--- src/sv/aipw_pkg.sv ---
// ============================================================================
// aipw_pkg
// Shared types and fixed constants for the affine inverse pixel warp.
// ============================================================================
package aipw_pkg;

  // Fixed field widths of the register interface
  localparam int COEF_W    = 32;  // signed fixed-point matrix terms
  localparam int CFG_DIM_W = 10;  // image width / height register
  localparam int CFG_IDX_W = 3;   // register index

  // Register map
  typedef enum logic [CFG_IDX_W-1:0] {
    REG_COEF_A       = 3'd0,
    REG_COEF_B       = 3'd1,
    REG_COEF_C       = 3'd2,
    REG_COEF_D       = 3'd3,
    REG_COEF_E       = 3'd4,
    REG_COEF_F       = 3'd5,
    REG_IMAGE_WIDTH  = 3'd6,
    REG_IMAGE_HEIGHT = 3'd7
  } cfg_reg_t;

  // Request codes
  localparam logic REQ_LOAD  = 1'b0;
  localparam logic REQ_FETCH = 1'b1;

  // Control that travels with each pipeline stage
  typedef struct packed {
    logic vld;   // stage holds a transaction
    logic load;  // transaction is a load (no result)
  } stg_t;

endpackage

--- src/sv/aipw_axis.sv ---
// ============================================================================
// aipw_axis
// One source coordinate: multiply, sum with rounding bias, round and range
// check. Three register stages, all advancing on adv.
// ============================================================================
module aipw_axis
  import aipw_pkg::*;
#(
  parameter int X_BITS    = 9,
  parameter int Y_BITS    = 9,
  parameter int FRAC_BITS = 16,
  parameter int DIM_W     = 10,
  parameter int OUT_BITS  = 9,
  parameter int C_W       = 9,
  parameter int PROD_W    = 42,
  parameter int SUM_W     = 44
) (
  input  logic                    clk,
  input  logic                    adv,
  input  logic signed [COEF_W-1:0] cx,     // term on x
  input  logic signed [COEF_W-1:0] cy,     // term on y
  input  logic signed [SUM_W-1:0]  cb,     // constant term plus half
  input  logic        [X_BITS-1:0] x,
  input  logic        [Y_BITS-1:0] y,
  input  logic        [DIM_W-1:0]  lim,    // saturated image extent
  output logic                    hit,
  output logic        [OUT_BITS-1:0] coord
);

  localparam int IDX_W = SUM_W - FRAC_BITS;

  logic signed [C_W:0]      xs;
  logic signed [C_W:0]      ys;
  logic signed [PROD_W-1:0] px;
  logic signed [PROD_W-1:0] py;
  logic signed [SUM_W-1:0]  t;
  logic        [IDX_W-1:0]  idx;
  logic                     pos;

  assign xs = $signed({1'b0, (C_W)'(x)});
  assign ys = $signed({1'b0, (C_W)'(y)});

  // Stage 1: products
  always_ff @(posedge clk) begin
    if (adv) begin
      px <= PROD_W'(cx) * PROD_W'(xs);
      py <= PROD_W'(cy) * PROD_W'(ys);
    end
  end

  // Stage 2: biased sum, exact
  always_ff @(posedge clk) begin
    if (adv) begin
      t <= SUM_W'(px) + SUM_W'(py) + cb;
    end
  end

  // Stage 3: round half away from zero and range check.
  // With t = sum + half, the rounded value is nonnegative exactly when
  // t > 0, and is then t >> FRAC_BITS.
  assign idx = t[SUM_W-1:FRAC_BITS];
  assign pos = !t[SUM_W-1] && (t != '0);

  always_ff @(posedge clk) begin
    if (adv) begin
      hit   <= pos && (idx < IDX_W'(lim));
      coord <= idx[OUT_BITS-1:0];
    end
  end

endmodule

--- config.mk ---
export PLATFORM = sky130hd
export DESIGN_NAME = aipw_axis
export DESIGN_NICKNAME = d
export VERILOG_FILES = /design/src/sv/aipw_pkg.sv /design/src/sv/aipw_axis.sv
export SDC_FILE = /design/constraint.sdc
export NUM_CORES = 2
export LEC_CHECK = 0
export BUFFER_PORTS_ARGS = -buffer_cell sky130_fd_sc_hd__buf_2
export CAP_MARGIN = 20
export CORE_MARGIN = 1.5
export CORE_UTILIZATION = 50
export DETAILED_ROUTE_END_ITERATION = 8
export PLACE_DENSITY = 0.77
export SLEW_MARGIN = 25
export SYNTH_ARGS = -nofsm -noshare
export SYNTH_HDL_FRONTEND = slang
export SYNTH_SLANG_ARGS = --single-unit
--- constraint.sdc ---
create_clock -name clk -period 17.2 [get_ports clk]
set_clock_uncertainty 0.15 [all_clocks]
set_input_delay 0 -clock clk [delete_from_list [all_inputs] [get_ports clk]]
set_output_delay 0 -clock clk [all_outputs]
set_load 0.05 [all_outputs]
Word-level counts from Yosys, hierarchy flattened. Cells that the tools add are included.

Bits in registers: 138. Bits of input ports: 138. Output and inout bits: 10.

$add $sub $neg: 2. $mul: 2. Order comparisons: 1. Reductions and logical operators: 4.

Operator list (number): multiplier 32 x 10 -> 42 bit (2); adder 43 x 44 -> 44 bit (1); nonzero test 44 bit (1); adder 42 x 42 -> 43 bit (1); < comparator 28 x 10 -> 1 bit (1); logical AND 1 bit (2); zero test 1 bit (1).

Longest topological paths before layout.
Depth in word-level cells: 3. Mapped depth: 24. Gate-level depth less buffers: 22.

Worst setup path after synthesis. OpenSTA, ideal clock, no wires.

Kind: input-to-reg. Start: input port y[1]. End: register py[35] (data pin). Library setup time: 0.259 ns. Arrival time: 5.161 ns. Path slack: 11.630 ns. Stages: 21. Buffers on the path: 2. Cell sequence: clkbuf_1 nand2_1 fa_1 inv_1 fa_1 fa_1 fa_1 inv_1 fa_1 inv_1 ha_1 buf_2 nand2_1 or4_1 or3_1 and2_1 and4bb_1 nor4_1 o21bai_1 a21oi_1 xnor2_1.

Word-level cells in the longest chain between the ends: 1.

RTL lines: start: declaration (RTL line aipw_axis.sv:24) `input logic [Y_BITS-1:0] y,`; multiplier 32 x 10 -> 42 bit (RTL line aipw_axis.sv:47) `py <= PROD_W'(cy) * PROD_W'(ys);`; end signal: assignment (RTL line aipw_axis.sv:47); end: declaration (RTL line aipw_axis.sv:35) `logic signed [PROD_W-1:0] py;`.

No other way between the ends. A chain may end at the register's enable or synchronous reset.

Final worst setup path.
Start: input port y[1]. End: register py[34] (data pin).

The elaborated chain is that of the path after synthesis.

==> flow_metrics.py <==
metrics = {
    "timing": {
        "hold_viol": 0,
        "fmax_mhz": 166,
        "tightest_slew_ps": 762,
        "slew_violations": 0,
        "finalSetupTns_ps": 0,
        "setup_viol": 0,
        "period_share_pct": 35.1,
        "grt_setup_unrepaired": "no",
        "final.min_clock_period_ps": 6030,
        "slew_headroom_pct": 49.2,
    },
    "critical_path": {
        "worstPathRequired_ps": 17230,
        "crit_family": "adder cells",
        "cp_cell_sequence": "buf_2 -> nand2_1 -> fa_1 -> inv_1 -> fa_1 -> inv_1 -> fa_1 -> inv_1 -> fa_1 -> inv_1 -> fa_1 -> inv_1 -> ha_1 -> nand3_1 -> nor3_1 -> o21ai_2 -> o41ai_1 -> a221oi_1 -> o21ai_1 -> a211oi_1 -> o21ai_0 -> o21ai_1 -> xnor2_1",
        "end_kind": "flop",
        "arrival_ps": 6060,
        "critPathBufInv": 6,
        "path_class": "in2reg",
        "cpMaxStageDelayCell": "fa_1",
        "cp-start-kind": "input port",
        "cp_max_fo": 32,
        "cp_slowest_stage_delay_ps": 560,
    },
    "placed_design": {
        "numPortBuffers": 147,
        "gp_congestion": 0.875,
        "dp_hpwl_um": 48300,
    },
    "drt": {
        "initialDrtViolationCount": 1218,
        "drc": 0,
        "drt_wl_total_um": 60200,
        "wl_per_cell_um": 16.5,
        "ant_nets": 0,
        "drt-pass1-iter-count": 5,
        "vias": 19700,
        "vias_per_cell": 5.41,
    },
    "floorplan": {
        "die_h_um": 236,
        "ios": 148,
        "core_area_um2": 53800,
        "die_area_um2": 55800,
        "start_util_pct": 50.6,
        "die_w_um": 236,
        "row_count": 85,
    },
    "synthesis": {
        "synth_edf_count": 138,
        "yosys-top-cells-area": "fa_1 38%, edfxtp_1 15%, ha_1 11%",
        "synth_common_cells": "581 x inv_1, 512 x fa_1, 406 x nand2_1",
        "seq_area_frac_synth_pct": 15.2,
        "synthCells": 2854,
        "ys_warn_count": 0,
        "synth_top_cell_by_area": "fa_1",
        "synth_top_area_share_pct": 37.7,
        "ys_seq_elements": 138,
        "syn-mean-instance-area_um2": 9.54,
        "synth_top_flop_cell": "edfxtp_1",
        "netlist_area_um2": 27200,
        "synthArstFlopShare_pct": 0,
        "synth_cell_type_count": 68,
        "yosysMostFrequentCell": "inv_1",
        "syn_nets": 3733,
    },
    "clock_network": {
        "clk_latency_ps": 430,
        "cts_max_level": 4,
        "cts_made_buffers": 17,
        "cts-root-buf": "clkbuf_16",
        "cts.sinks": 138,
        "ctsResizeCount": 0,
        "cts_tree": "done",
        "path_clk_slew_ps": 60,
        "cts_max_path_buffers": 2,
    },
    "global_routing": {
        "grt_start_max_net_pins": 82,
        "grt_pass1_wl_um": 101000,
        "antenna_found_initial": 1,
        "grt_usage_pct": 22.7,
        "grt_pass1_vias": 20700,
        "grt_overflow": 0,
    },
    "layout": {
        "area_delta_synth_final_pct": 6.95,
        "nFillCells": 4824,
        "multiInputGateArea_um2": 20500,
        "final_layout_size_suffix_gt1_share_pct": 6.83,
        "ff_latch_area_um2": 4140,
        "nets": 3809,
    },
    "outcome": {
        "outcome": "complete, no violations",
    },
    "run": {
        "maxCapViolCount": 0,
    },
    "worst_hold_path": {
        "worst_hold_path_type": "in2reg",
    },
}
-- worst paths after layout --
kind              depth (start not counted)   from  slack [ps]  endpoint
setup / recovery                         23   y[1]       11170    py[34]
setup reg to reg                         14  px[1]       12960     t[37]
hold / removal                            4  cb[2]         100      t[3]
hold reg to reg                           0  t[22]         390  coord[6]
-- tightest hold or removal path, cell delays in order --
cell	delay (ps)
buf_2	100
fa_1	170
ha_1	190
xnor2_1	130
-- through the flow --
stage	area, um2	hold slack [ps]	instances	utilization (%)	setup WS [ps]
after floorplan	27200	-37.5	2854	-	11630
after global placement	28500	276	3599	52.9	10920
after detailed placement	28500	280	3599	52.9	10790
after CTS	29100	91.1	3639	54.1	11240
after global routing	29100	119	3640	54.1	10740
final	29100	103	3640	54.1	11170
-- cell usage in the layout, fill, tap and decap left out, drive strengths merged, types with 21 or more instances in the layout --
cell | netlist | routed
inv | 581 | 587
fa | 512 | 512
nand2 | 406 | 406
and2 | 239 | 239
ha | 229 | 229
buf | 6 | 148
edfxtp | 138 | 138
a21oi | 111 | 111
xnor2 | 94 | 94
a21o | 72 | 72
nor2 | 65 | 65
o21ai | 61 | 61
xor2 | 35 | 35
nand3 | 21 | 21
-- layer usage --
metal	vias up	wire length (um)	global-route usage (%)
met1	9984	25700	30.5
met4	0	1260	5.42
met2	583	30000	39.1
met3	88	3200	2.69
met5	-	0	0
li1	9047	-	-
-- what timing repair did --
action,CTS,global route
endpoints found under the hold margin,78,0
setup buffers,0,0
hold buffers,8,0
-- final cells by class --
class | count | area share [%]
Antenna cell | 1 | 0.00860
Sequential cell | 138 | 14.2
Inverter | 581 | 7.49
Timing Repair Buffer | 156 | 2.85
Clock inverter | 14 | 0.473
Clock buffer | 18 | 1.47
Multi-Input combinational cell | 2036 | 70.5
Tap cell | 696 | 2.99
-- flip-flops by register name, indices dropped and copies added (netlist names) --
| name | flops |
|---|---|
| py | 42 |
| hit | 1 |
| px | 42 |
| t | 44 |
| coord | 9 |
-- cell families (layout without fill, tap and decap cells) --
kind of cell | Yosys count | in the layout | share of synthesized area, %
AND/OR/NAND/NOR | 817 | 817 | 14.4
adder cells (fa/ha/maj) | 741 | 741 | 48.2
buffers and inverters | 680 | 769 | 9.41
AO/OA/AOI/OAI | 349 | 349 | 8.67
flip-flops | 138 | 138 | 15.2
XOR/XNOR | 129 | 129 | 4.15
other | 0 | 1 | 0
Power is not shown: default switching activity piles up to over one toggle a cycle in this logic, so the estimate is an artifact.
